$ cat src/rtl/core/tppt_pkg.sv
package tppt_pkg;

  localparam int WORD_W    = 16;
  localparam int POS_W     = 13;
  localparam int PRESS_W   = 12;
  localparam int REG_W     = 10;
  localparam int EV_W      = 2;
  localparam int CFG_IDX_W = 1;

  localparam int IN_TDATA_W  = 72;
  localparam int OUT_TDATA_W = 40;

  // register indexes
  localparam logic [CFG_IDX_W-1:0] CFG_PLATE_OHMS       = 1'd0;
  localparam logic [CFG_IDX_W-1:0] CFG_PRESSURE_CEILING = 1'd1;

  localparam logic [REG_W-1:0] PLATE_OHMS_RESET       = 10'd100;
  localparam logic [REG_W-1:0] PRESSURE_CEILING_RESET = 10'd300;

  // result event codes
  localparam logic [EV_W-1:0] EV_REQUEST = 2'd0;
  localparam logic [EV_W-1:0] EV_REPORT  = 2'd1;
  localparam logic [EV_W-1:0] EV_RELEASE = 2'd2;

  // command queue between front and back
  localparam int QUEUE_DEPTH = 2;
  localparam int QPTR_W      = (QUEUE_DEPTH > 1) ? $clog2(QUEUE_DEPTH) : 1;

  typedef enum logic [1:0] {
    OP_REQUEST,
    OP_RELEASE,
    OP_SAMPLE
  } op_t;

  typedef struct packed {
    op_t              op;
    logic [POS_W-1:0] x;
    logic [POS_W-1:0] y;
    logic [POS_W-1:0] z1;
    logic [POS_W-1:0] z2;
  } cmd_t;

endpackage

$ cat src/rtl/core/touch_pressure_pen_tracker_top.sv
// channel | dir | handshake              | payload
// in_     | in  | in_tvalid / in_tready   | tuser kind, tdata pen level and y, x, z1, z2 words
// out_    | out | out_tvalid / out_tready | tuser event, tdata x, y, pressure, touching
// cfg_    | in  | cfg_we                  | cfg_index register, cfg_wdata value
//
// a tick result passes through the command queue and the output register; a sample goes through
// pop, load, the 23-step restoring divider for z2*ohms/z1, multiply, scale and finish
// the back end takes one sample at a time; a two-entry command queue lets the
// front keep accepting ticks while a sample is in the divider, and stalls input when full
// the output register holds a result until taken; the back end stalls only on its next result
// synchronous active-low reset clears pen flags, queue and output valid
module touch_pressure_pen_tracker_top
  import tppt_pkg::*;
#(
  parameter int FULL_SCALE_SHIFT = 12
) (
  input  logic                   clk,
  input  logic                   rst_n,
  input  logic                   in_tvalid,
  output logic                   in_tready,
  input  logic                   in_tuser,   // [0] kind
  input  logic [IN_TDATA_W-1:0]  in_tdata,   // [0] pen_level, [16:1] y_word, [32:17] x_word,
                                             // [48:33] z1_word, [64:49] z2_word, rest zero
  output logic                   out_tvalid,
  input  logic                   out_tready,
  output logic [EV_W-1:0]        out_tuser,  // [1:0] event_res
  output logic [OUT_TDATA_W-1:0] out_tdata,  // [12:0] pos_x, [25:13] pos_y,
                                             // [37:26] touch_pressure, [38] touching, [39] zero
  input  logic                   cfg_we,
  input  logic [CFG_IDX_W-1:0]   cfg_index,
  input  logic [REG_W-1:0]       cfg_wdata
);

  logic [REG_W-1:0] plate_ohms_r;
  logic [REG_W-1:0] pressure_ceiling_r;
  logic             q_full;
  logic             q_valid;
  logic             push;
  logic             pop;
  cmd_t             push_cmd;
  cmd_t             q_cmd;

  // configuration registers
  always_ff @(posedge clk) begin
    if (!rst_n) begin
      plate_ohms_r       <= PLATE_OHMS_RESET;
      pressure_ceiling_r <= PRESSURE_CEILING_RESET;
    end else if (cfg_we) begin
      case (cfg_index)
        CFG_PLATE_OHMS:       plate_ohms_r       <= cfg_wdata;
        CFG_PRESSURE_CEILING: pressure_ceiling_r <= cfg_wdata;
        default: begin
        end
      endcase
    end
  end

  // pen tracking and classification
  tppt_front u_front (
    .clk       (clk),
    .rst_n     (rst_n),
    .in_tvalid (in_tvalid),
    .in_tready (in_tready),
    .in_tuser  (in_tuser),
    .in_tdata  (in_tdata),
    .q_full    (q_full),
    .push      (push),
    .push_cmd  (push_cmd)
  );

  // command queue
  tppt_queue u_queue (
    .clk      (clk),
    .rst_n    (rst_n),
    .push     (push),
    .push_cmd (push_cmd),
    .pop      (pop),
    .q_valid  (q_valid),
    .q_full   (q_full),
    .q_cmd    (q_cmd)
  );

  // pressure computation and result register
  tppt_back #(
    .FULL_SCALE_SHIFT (FULL_SCALE_SHIFT)
  ) u_back (
    .clk              (clk),
    .rst_n            (rst_n),
    .q_valid          (q_valid),
    .q_cmd            (q_cmd),
    .pop              (pop),
    .plate_ohms       (plate_ohms_r),
    .pressure_ceiling (pressure_ceiling_r),
    .out_tvalid       (out_tvalid),
    .out_tready       (out_tready),
    .out_tuser        (out_tuser),
    .out_tdata        (out_tdata)
  );

endmodule

$ cat src/rtl/core/tppt_front.sv
module tppt_front
  import tppt_pkg::*;
(
  input  logic                  clk,
  input  logic                  rst_n,
  input  logic                  in_tvalid,
  output logic                  in_tready,
  input  logic                  in_tuser,
  input  logic [IN_TDATA_W-1:0] in_tdata,
  input  logic                  q_full,
  output logic                  push,
  output cmd_t                  push_cmd
);

  logic touched_r, touched_nxt;
  logic pending_r, pending_nxt;
  logic accept;
  logic pen_level;
  logic [WORD_W-1:0] y_word, x_word, z1_word, z2_word;

  // unpack the request
  assign pen_level = in_tdata[0];
  assign y_word    = in_tdata[16:1];
  assign x_word    = in_tdata[32:17];
  assign z1_word   = in_tdata[48:33];
  assign z2_word   = in_tdata[64:49];

  assign in_tready = !q_full;
  assign accept    = in_tvalid && in_tready;

  // pen tracking and classification
  always_comb begin
    touched_nxt    = touched_r;
    pending_nxt    = pending_r;
    push           = 1'b0;
    push_cmd.op    = OP_SAMPLE;
    push_cmd.x     = x_word[WORD_W-1:3];
    push_cmd.y     = y_word[WORD_W-1:3];
    push_cmd.z1    = z1_word[WORD_W-1:3];
    push_cmd.z2    = z2_word[WORD_W-1:3];
    if (accept) begin
      if (!in_tuser) begin
        if (!pen_level && !pending_r) begin
          touched_nxt = 1'b1;
          pending_nxt = 1'b1;
          push        = 1'b1;
          push_cmd.op = OP_REQUEST;
        end else if (pen_level && touched_r) begin
          touched_nxt = 1'b0;
          pending_nxt = 1'b0;
          push        = 1'b1;
          push_cmd.op = OP_RELEASE;
        end
      end else begin
        pending_nxt = 1'b0;
        // a sample with a zero pressure reading is dropped here
        push = (push_cmd.z1 != '0) && (push_cmd.z2 != '0);
      end
    end
  end

  always_ff @(posedge clk) begin
    if (!rst_n) begin
      touched_r <= 1'b0;
      pending_r <= 1'b0;
    end else begin
      touched_r <= touched_nxt;
      pending_r <= pending_nxt;
    end
  end

endmodule

$ cat src/rtl/core/tppt_queue.sv
module tppt_queue
  import tppt_pkg::*;
(
  input  logic clk,
  input  logic rst_n,
  input  logic push,
  input  cmd_t push_cmd,
  input  logic pop,
  output logic q_valid,
  output logic q_full,
  output cmd_t q_cmd
);

  cmd_t               mem_r [QUEUE_DEPTH];
  logic [QPTR_W-1:0]  wr_ptr_r, wr_ptr_nxt;
  logic [QPTR_W-1:0]  rd_ptr_r, rd_ptr_nxt;
  logic [QPTR_W:0]    count_r, count_nxt;

  assign q_valid = (count_r != '0);
  assign q_full  = (count_r == (QPTR_W+1)'(QUEUE_DEPTH));
  assign q_cmd   = mem_r[rd_ptr_r];

  // pointer and fill count update
  always_comb begin
    wr_ptr_nxt = wr_ptr_r;
    rd_ptr_nxt = rd_ptr_r;
    count_nxt  = count_r;
    if (push) begin
      wr_ptr_nxt = (wr_ptr_r == QPTR_W'(QUEUE_DEPTH-1)) ? '0 : wr_ptr_r + 1'b1;
    end
    if (pop) begin
      rd_ptr_nxt = (rd_ptr_r == QPTR_W'(QUEUE_DEPTH-1)) ? '0 : rd_ptr_r + 1'b1;
    end
    if (push && !pop) begin
      count_nxt = count_r + 1'b1;
    end else if (pop && !push) begin
      count_nxt = count_r - 1'b1;
    end
  end

  always_ff @(posedge clk) begin
    if (!rst_n) begin
      wr_ptr_r <= '0;
      rd_ptr_r <= '0;
      count_r  <= '0;
    end else begin
      wr_ptr_r <= wr_ptr_nxt;
      rd_ptr_r <= rd_ptr_nxt;
      count_r  <= count_nxt;
    end
  end

  // entry storage
  always_ff @(posedge clk) begin
    if (push) begin
      mem_r[wr_ptr_r] <= push_cmd;
    end
  end

endmodule

$ cat src/rtl/core/tppt_back.sv
module tppt_back
  import tppt_pkg::*;
#(
  parameter int FULL_SCALE_SHIFT = 12
) (
  input  logic                   clk,
  input  logic                   rst_n,
  input  logic                   q_valid,
  input  cmd_t                   q_cmd,
  output logic                   pop,
  input  logic [REG_W-1:0]       plate_ohms,
  input  logic [REG_W-1:0]       pressure_ceiling,
  output logic                   out_tvalid,
  input  logic                   out_tready,
  output logic [EV_W-1:0]        out_tuser,
  output logic [OUT_TDATA_W-1:0] out_tdata
);

  localparam int NUM_W  = POS_W + REG_W;          // z2 * ohms
  localparam int DIFF_W = NUM_W + 1;              // signed q - ohms
  localparam int XS_W   = POS_W + 1;              // signed x
  localparam int PROD_W = DIFF_W + XS_W;
  localparam int CNT_W  = $clog2(NUM_W);
  localparam logic signed [PROD_W-1:0] ROUND_BIAS =
    PROD_W'((64'd1 << FULL_SCALE_SHIFT) - 64'd1);

  typedef enum logic [2:0] {
    S_IDLE,
    S_LOAD,
    S_DIV,
    S_MUL,
    S_SCALE,
    S_FIN
  } state_t;

  state_t state_r, state_nxt;

  logic [POS_W-1:0]         x_r, x_nxt;
  logic [POS_W-1:0]         y_r, y_nxt;
  logic [POS_W-1:0]         z1_r, z1_nxt;
  logic [POS_W-1:0]         z2_r, z2_nxt;
  logic [NUM_W-1:0]         quo_r, quo_nxt;
  logic [POS_W-1:0]         rem_r, rem_nxt;
  logic [CNT_W-1:0]         cnt_r, cnt_nxt;
  logic signed [PROD_W-1:0] prod_r, prod_nxt;
  logic signed [PROD_W-1:0] p_r, p_nxt;

  logic                     out_valid_r, out_valid_nxt;
  logic [EV_W-1:0]          out_event_r, out_event_nxt;
  logic [POS_W-1:0]         out_x_r, out_x_nxt;
  logic [POS_W-1:0]         out_y_r, out_y_nxt;
  logic [PRESS_W-1:0]       out_press_r, out_press_nxt;
  logic                     out_touch_r, out_touch_nxt;

  logic                     slot_free;
  logic [POS_W:0]           rem_sh;
  logic [POS_W:0]           rem_diff;
  logic signed [DIFF_W-1:0] diff;
  logic signed [XS_W-1:0]   xs;
  logic signed [PROD_W-1:0] bias;
  logic signed [PROD_W-1:0] c_ext;
  logic signed [PROD_W-1:0] p_clamp;
  logic signed [PROD_W-1:0] rep;

  assign slot_free = !out_valid_r || out_tready;

  // divider step, one quotient bit per cycle
  assign rem_sh   = {rem_r, quo_r[NUM_W-1]};
  assign rem_diff = rem_sh - {1'b0, z1_r};

  // q - ohms and the signed x operand
  assign diff = $signed({1'b0, quo_r}) - $signed({{(DIFF_W-REG_W){1'b0}}, plate_ohms});
  assign xs   = $signed({1'b0, x_r});

  // bias for negative products so the shift truncates toward zero
  assign bias = prod_r[PROD_W-1] ? ROUND_BIAS : '0;

  // clamp against the ceiling and take the reported value
  assign c_ext   = $signed(PROD_W'(pressure_ceiling));
  assign p_clamp = (p_r > c_ext) ? c_ext - 1 : p_r;
  assign rep     = c_ext - p_clamp;

  // sequencer
  always_comb begin
    state_nxt     = state_r;
    x_nxt         = x_r;
    y_nxt         = y_r;
    z1_nxt        = z1_r;
    z2_nxt        = z2_r;
    quo_nxt       = quo_r;
    rem_nxt       = rem_r;
    cnt_nxt       = cnt_r;
    prod_nxt      = prod_r;
    p_nxt         = p_r;
    out_valid_nxt = out_valid_r;
    out_event_nxt = out_event_r;
    out_x_nxt     = out_x_r;
    out_y_nxt     = out_y_r;
    out_press_nxt = out_press_r;
    out_touch_nxt = out_touch_r;
    pop           = 1'b0;

    if (out_valid_r && out_tready) begin
      out_valid_nxt = 1'b0;
    end

    case (state_r)
      S_IDLE: begin
        if (q_valid) begin
          if (q_cmd.op == OP_SAMPLE) begin
            pop       = 1'b1;
            x_nxt     = q_cmd.x;
            y_nxt     = q_cmd.y;
            z1_nxt    = q_cmd.z1;
            z2_nxt    = q_cmd.z2;
            state_nxt = S_LOAD;
          end else if (slot_free) begin
            pop           = 1'b1;
            out_valid_nxt = 1'b1;
            out_event_nxt = (q_cmd.op == OP_REQUEST) ? EV_REQUEST : EV_RELEASE;
            out_x_nxt     = '0;
            out_y_nxt     = '0;
            out_press_nxt = '0;
            out_touch_nxt = (q_cmd.op == OP_REQUEST);
          end
        end
      end
      S_LOAD: begin
        quo_nxt   = {{REG_W{1'b0}}, z2_r} * {{POS_W{1'b0}}, plate_ohms};
        rem_nxt   = '0;
        cnt_nxt   = '0;
        state_nxt = S_DIV;
      end
      S_DIV: begin
        if (!rem_diff[POS_W]) begin
          rem_nxt = rem_diff[POS_W-1:0];
          quo_nxt = {quo_r[NUM_W-2:0], 1'b1};
        end else begin
          rem_nxt = rem_sh[POS_W-1:0];
          quo_nxt = {quo_r[NUM_W-2:0], 1'b0};
        end
        cnt_nxt = cnt_r + 1'b1;
        if (cnt_r == CNT_W'(NUM_W-1)) begin
          state_nxt = S_MUL;
        end
      end
      S_MUL: begin
        prod_nxt  = diff * xs;
        state_nxt = S_SCALE;
      end
      S_SCALE: begin
        // truncate toward zero: bias negative values before the shift
        p_nxt     = (prod_r + bias) >>> FULL_SCALE_SHIFT;
        state_nxt = S_FIN;
      end
      S_FIN: begin
        if (slot_free) begin
          out_valid_nxt = 1'b1;
          out_event_nxt = EV_REPORT;
          out_x_nxt     = x_r;
          out_y_nxt     = y_r;
          out_press_nxt = rep[PRESS_W-1:0];
          out_touch_nxt = 1'b1;
          state_nxt     = S_IDLE;
        end
      end
      default: begin
        state_nxt = S_IDLE;
      end
    endcase
  end

  always_ff @(posedge clk) begin
    if (!rst_n) begin
      state_r     <= S_IDLE;
      out_valid_r <= 1'b0;
    end else begin
      state_r     <= state_nxt;
      out_valid_r <= out_valid_nxt;
    end
    x_r         <= x_nxt;
    y_r         <= y_nxt;
    z1_r        <= z1_nxt;
    z2_r        <= z2_nxt;
    quo_r       <= quo_nxt;
    rem_r       <= rem_nxt;
    cnt_r       <= cnt_nxt;
    prod_r      <= prod_nxt;
    p_r         <= p_nxt;
    out_event_r <= out_event_nxt;
    out_x_r     <= out_x_nxt;
    out_y_r     <= out_y_nxt;
    out_press_r <= out_press_nxt;
    out_touch_r <= out_touch_nxt;
  end

  assign out_tvalid = out_valid_r;
  assign out_tuser  = out_event_r;
  assign out_tdata  = {1'b0, out_touch_r, out_press_r, out_y_r, out_x_r};

endmodule

$ cat config.mk
export PLATFORM = sky130hd
export DESIGN_NAME = touch_pressure_pen_tracker_top
export DESIGN_NICKNAME = d
export VERILOG_FILES = /design/src/rtl/core/tppt_pkg.sv /design/src/rtl/core/touch_pressure_pen_tracker_top.sv /design/src/rtl/core/tppt_front.sv /design/src/rtl/core/tppt_queue.sv /design/src/rtl/core/tppt_back.sv
export SDC_FILE = /design/constraint.sdc
export NUM_CORES = 2
export LEC_CHECK = 0
export BUFFER_PORTS_ARGS = -buffer_cell sky130_fd_sc_hd__buf_4
export CORE_ASPECT_RATIO = 1.1
export CORE_MARGIN = 3
export CORE_UTILIZATION = 45
export DETAILED_ROUTE_END_ITERATION = 8
export HOLD_SLACK_MARGIN = 0.12
export REMOVE_ABC_BUFFERS = 1
export SLEW_MARGIN = 20
export SYNTH_ARGS = -nofsm -noshare
export SYNTH_HDL_FRONTEND = slang
export SYNTH_SLANG_ARGS = --single-unit
$ cat constraint.sdc
create_clock -name clk -period 11.6 [get_ports clk]
set_input_delay 2.32 -clock clk [delete_from_list [all_inputs] [get_ports clk]]
set_output_delay 2.32 -clock clk [all_outputs]
set_load 0.02 [all_outputs]
### After elaboration in Yosys (flattened, before gate mapping)

Memory sizes are Yosys's and may differ from the RTL's. A register that Yosys moved wholly into a read port is not among the register bits.
Index checks and enable logic that the tools add are counted.

* $add $sub $neg: 10
* $mul: 2
* $lt $le $gt $ge: 1
* equality and inequality tests: 14
* mux-type cells: 63
* bitwise gates (word level): 2
* reductions and logical operators: 31

Operator list (number)
* 2-to-1 mux 13 bit: 6
* case mux 13 bit (2 select lines): 3
* 2-to-1 mux 12 bit: 6
* case mux 23 bit (2 select lines): 1
* adder 38 x 13 -> 38 bit: 1
* multiplier 24 x 14 -> 38 bit: 1
* greater-than comparator 26 x 11 -> 1 bit: 1
* 2-to-1 mux 1 bit: 26
* nonzero test 13 bit: 2
* case mux 12 bit (2 select lines): 1
* subtractor 23 x 10 -> 24 bit: 1
* multiplier 13 x 10 -> 23 bit: 1
* 2-to-1 mux 2 bit: 11
* case mux 3 bit (6 select lines): 1
* subtractor 14 x 13 -> 14 bit: 1
* 2-to-1 mux 3 bit: 4
* subtractor 11 x 12 -> 12 bit: 1
* subtractor 10 x 1 -> 11 bit, second input constant: 1
* case mux 5 bit (2 select lines): 1
* nonzero test 2 bit: 5
* inequality test 2 x 1 -> 1 bit, second input constant: 4
* logical AND 1 bit: 7
* == test 3 x 2 -> 1 bit, second input constant: 2
* == test 3 bit, second input constant: 2
* 20 further kinds: 33

* register bits after elaboration: 228
* memory bits (writable): 108
* output and inout bits: 44
* memories: 1

Memory list
* u_queue.mem_r: depth 2, width 54, rd ports 1, clocked after memory_dff 1, write ports 1, RTL line tppt_queue.sv:14 `cmd_t mem_r [QUEUE_DEPTH];`

### Logic depth before layout (Yosys ltp)

* word-level depth: 9
* depth in mapped cells: 35
* mapped depth without buffers: 34

### By module

From an unflattened synthesis, not the netlist that was laid out.

* cell total of the unflattened synthesis: 3133
* area total of the unflattened synthesis: 32233.4 um2

Modules (own cells, without submodules)
* tppt_back: instances 1, cells an instance 2777, area each 26705.6 um2
* tppt_queue: instances 1, cells an instance 190, area each 4134.0 um2
* touch_pressure_pen_tracker_top: instances 1, cells an instance 85, area each 799.5 um2
* tppt_front: instances 1, cells an instance 81, area each 594.3 um2

### Worst setup path before layout

No wires, ideal clock.

* path type: reg-to-reg
* start point: register plate_ohms_r[1]
* end point: register u_back.prod_r[37], data pin
* data arrival time: 7762 ps
* setup slack: 3577 ps
* stages on the path, launching flop included: 32
* cells stage by stage: dfxtp_1 > clkbuf_1 > inv_1 > ha_1 > nor2b_1 > o21ai_0 > a21oi_1 > o41ai_1 > o21ai_0 > nor3_1 > xor2_1 > buf_2 > nand2_1 > fa_1 > fa_1 > inv_1 > fa_1 > fa_1 > fa_1 > inv_1 > fa_1 > inv_1 > ha_1 > and3_1 > and2_1 > o311ai_0 > o22ai_1 > o31ai_1 > nand3_1 > a31o_2 > a21oi_1 > xnor2_1

* longest elaborated chain between the ends: 2

Ends and longest elaborated chain
* from (decl): RTL line touch_pressure_pen_tracker_top.sv:34 `logic [REG_W-1:0] plate_ohms_r;`
* from (signal assigned): RTL line touch_pressure_pen_tracker_top.sv:50 `CFG_PLATE_OHMS: plate_ohms_r <= cfg_wdata;`
* subtractor 23 x 10 -> 24 bit: RTL line tppt_back.sv:72 `assign diff = $signed({1'b0, quo_r}) - $signed({{(DIFF_W-REG_W){1'b0}}, plate_ohms});`
* multiplier 24 x 14 -> 38 bit: RTL line tppt_back.sv:148 `prod_nxt = diff * xs;`
* to (signal assigned): RTL line tppt_back.sv:188 `prod_r <= prod_nxt;`
* to (decl): RTL line tppt_back.sv:45 `logic signed [PROD_W-1:0] prod_r, prod_nxt;`

No other way between the ends.
A chain may end at the register's enable or synchronous reset.

### Worst setup path in the final report

* start point: register plate_ohms_r[1]
* end point: register u_back.prod_r[36], data pin

Same word-level chain as after synthesis.

==> impl_results.md <==
* Placement Rows at 98
* CP max-delay cell: dfxtp_1
* Worst rel slew slack at 24.67%
* DP Wirelength at 49440 um
* Layout Cells excl Fill at 3796
* Global-route usage over all layers at 19.47%
* Synthesized instance count at 2844
* Placed cells at 3725
* Final core utilization at 50.68%
* GRT overflow at 0
* Fill count at 5974
* Die Area at 0.07022 mm^2
* Synth Area per Inst at 10.61 um^2
* CP max FO at 16
* Setup_tns at 0 ns
* Outcome: complete, no violations
* Global-route wire length before repair at 110200 um
* Crit end category: register
* Initial antenna violation count at 0
* Largest stage delay on the critical path at 0.76 ns
* Fmax at 0.1060 GHz
* Pins Over Slew Limit at 0
* Area grow syn2layout at 10.36%
* Synth area leader: edfxtp_1
* Die height at 277.6 um
* Yosys reg bits at 337
* Total CTS buffers at 40
* Worst Path Required at 11.91 ns
* Share of async-settable or async-resettable flops after synthesis at 0%
* Drt drc at 0
* Detail Route Antenna Nets at 0
* Cell area after synthesis at 0.03018 mm^2
* CTS max path bufs at 3
* I/O pin total at 133
* Crit start category: register
* Vias at 19890
* Post-CTS setup buffers at 0
* Root Buffer: clkbuf_16
* Max-cap violations at 0
* Hold-fix buffers, CTS at 0
* Worst clock skew at 0.03976 ns
* Sink Count at 337
* Worst-Skew Late Latency at 0.59 ns
* H-tree depth at 2
* Share of cells above drive strength 1 at 9.674%
* Fin crit share at 81.29%
* DR WL/cell at 17.17 um
* Final #Nets at 3592
* Synth top area cells: edfxtp_1 30%, fa_1 25%, ha_1 8.5%
* RSZ-0062 raised after global routing: false
* Cts repair resizes at 0
* Total core area at 0.06572 mm^2
* Worst Hold Class: register to register
* Worst Tran Pin Value at 1.126 ns
* Final Hold Fails at 0
* Gpl congestion at 0.8410
* Final setup vio count at 0
* Number of synthesized flops with an enable pin at 306
* IO buf count at 112
* Crit path top cell by count: fa_1
* Total wire length at 65160 um
* Initial DRC Count at 882
* Crit Path Category: register to register
* Vias in the first global route at 21910
* Largest net degree at the start of global routing at 55
* Die Width at 252.9 um
* Yosys warns at 0
* Top_reg_cell synth: edfxtp_1
* Yosys cell types at 70
* Clk slew on worst S/H paths at 0.07 ns
* DRT Pass-1 Iters at 5
* Number of diodes at 0
* CP arrival at 9.74 ns
* CTS tree: built
* Yosys top cell area share at 30.45%
* Initial core utilization at 45.92%
* Sequential area share after synthesis at 32.50%
* Final min period at 9.430 ns
* Vias per std cell at 5.240
[flip-flops by register name, indices dropped and copies added, names as in the netlist, 3 cells and up, named ones only]
signal and flops:
plate_ohms_r 10, pressure_ceiling_r 10, u_back.cnt_r 5, u_back.out_press_r 12
u_back.out_x_r 13, u_back.out_y_r 13, u_back.p_r 26, u_back.prod_r 38
u_back.quo_r 23, u_back.rem_r 13, u_back.state_r 3, u_back.x_r 13
u_back.y_r 13, u_back.z1_r 13, u_back.z2_r 13, u_queue.mem_r 108
[cell type report]
class                           count  area, um^2  share of cell area (%)
Clock buffer                       50        1060                   3.182
Inverter                          470        1764                   5.296
Clock inverter                     20       296.5                  0.8902
Tap cell                          850        1064                   3.193
Sequential cell                   337        9811                   29.45
Multi-Input combinational cell   1930       18240                   54.77
Timing Repair Buffer              139        1071                   3.215
[path summary, 6_finish.rpt]
kind | start | endpoint | slack [ns] | cells after the start
max | plate_ohms_r[1]$_SDFFE_PN0P_ | u_back.prod_r[36]$_DFFE_PN_ | 2.17 | 29
min | u_front.pending_r$_SDFFE_PN0P_ | u_front.pending_r$_SDFFE_PN0P_ | 0.50 | 2
max reg2reg | plate_ohms_r[1]$_SDFFE_PN0P_ | u_back.prod_r[36]$_DFFE_PN_ | 2.17 | 29
min reg2reg | u_front.pending_r$_SDFFE_PN0P_ | u_front.pending_r$_SDFFE_PN0P_ | 0.50 | 2
[per-stage QoR]
step / setup WS (ns) / hold WS, ns / instance area, um^2
after floorplan: 3.556 / 0.4536 / 29740
after global placement: 2.311 / 0.4603 / 31910
after detailed placement: 2.222 / 0.4826 / 31940
after CTS: 2.151 / 0.4910 / 33290
after global routing: 1.646 / 0.5303 / 33310
final: 2.170 / 0.5014 / 33310
[cell usage in the layout, fill, tap and decap left out, drive strengths merged, types with 4 or more instances in the layout]
cell / n
bufinv: 4
and4: 4
a31o: 5
nor2b: 33
xor2: 41
clkbuf: 50
xnor2: 99
inv: 476
mux2i: 13
nor3: 29
o211ai: 12
nand2b: 22
fa: 379
dfxtp: 31
a211oi: 15
nand3: 30
mux2: 52
o21a: 9
o21ai: 60
nand4: 13
a31oi: 6
and3: 16
nand3b: 4
nor2: 116
a21boi: 4
nand2: 326
edfxtp: 306
clkinv: 8
or2: 4
a21o: 34
and2: 224
o31ai: 4
o21bai: 9
ha: 206
buf: 139
a21oi: 102
or3: 11
nor4: 11
[critical path: cells and delay by family, from the launching register on]
family	cells	cell delay (ns)
compound gates	10	2.92
xor+xnor	2	0.84
buf+inv	4	0.25
flops	1	0.76
simple gates	5	0.68
fa+ha+maj	8	3.68
[logic make-up (layout without fill, tap and decap cells)]
logic type / count (synthesis) / count (layout) / share of synthesized area, %
compound gates: 289 / 289 / 6.177
xor+xnor: 140 / 140 / 4.063
fa+ha+maj: 585 / 585 / 33.68
buf+inv: 577 / 679 / 7.296
flops: 337 / 337 / 32.50
mux: 65 / 65 / 2.371
other cells: 1 / 1 / 0.01242
simple gates: 850 / 850 / 13.90
[synth_stat cells (5+ instances only)]
library cell / count
dfxtp_1: 31
o21a_1: 8
or3_1: 11
nand2_1: 326
and2_1: 223
o21bai_1: 9
mux2i_1: 13
xor2_1: 41
fa_1: 379
inv_1: 470
nor4_1: 10
xnor2_1: 99
nand2b_1: 22
nand4_1: 13
edfxtp_1: 306
a21o_1: 34
nor2_1: 113
buf_2: 14
mux2_2: 52
clkbuf_1: 86
nand3_1: 30
nor2b_1: 32
and3_1: 16
o21ai_0: 58
ha_1: 206
a211oi_1: 12
a31oi_1: 6
a31o_2: 5
a21oi_1: 102
nor3_1: 28
o211ai_1: 12
[metal layers]
layer / vias up / track usage [%] / wire, um / share of wire (%)
met5: - / 0 / 0 / 0
met4: 0 / 6.404 / 2127 / 3.3
met3: 135 / 3.844 / 3645 / 5.6
met2: 456 / 33.77 / 31900 / 49
met1: 10010 / 24.38 / 27490 / 42
li1: 9289 / - / - / -
Power is left out: the tool's default activity adds up to more than one toggle a clock period on the data nets, which glitch-free logic cannot reach.
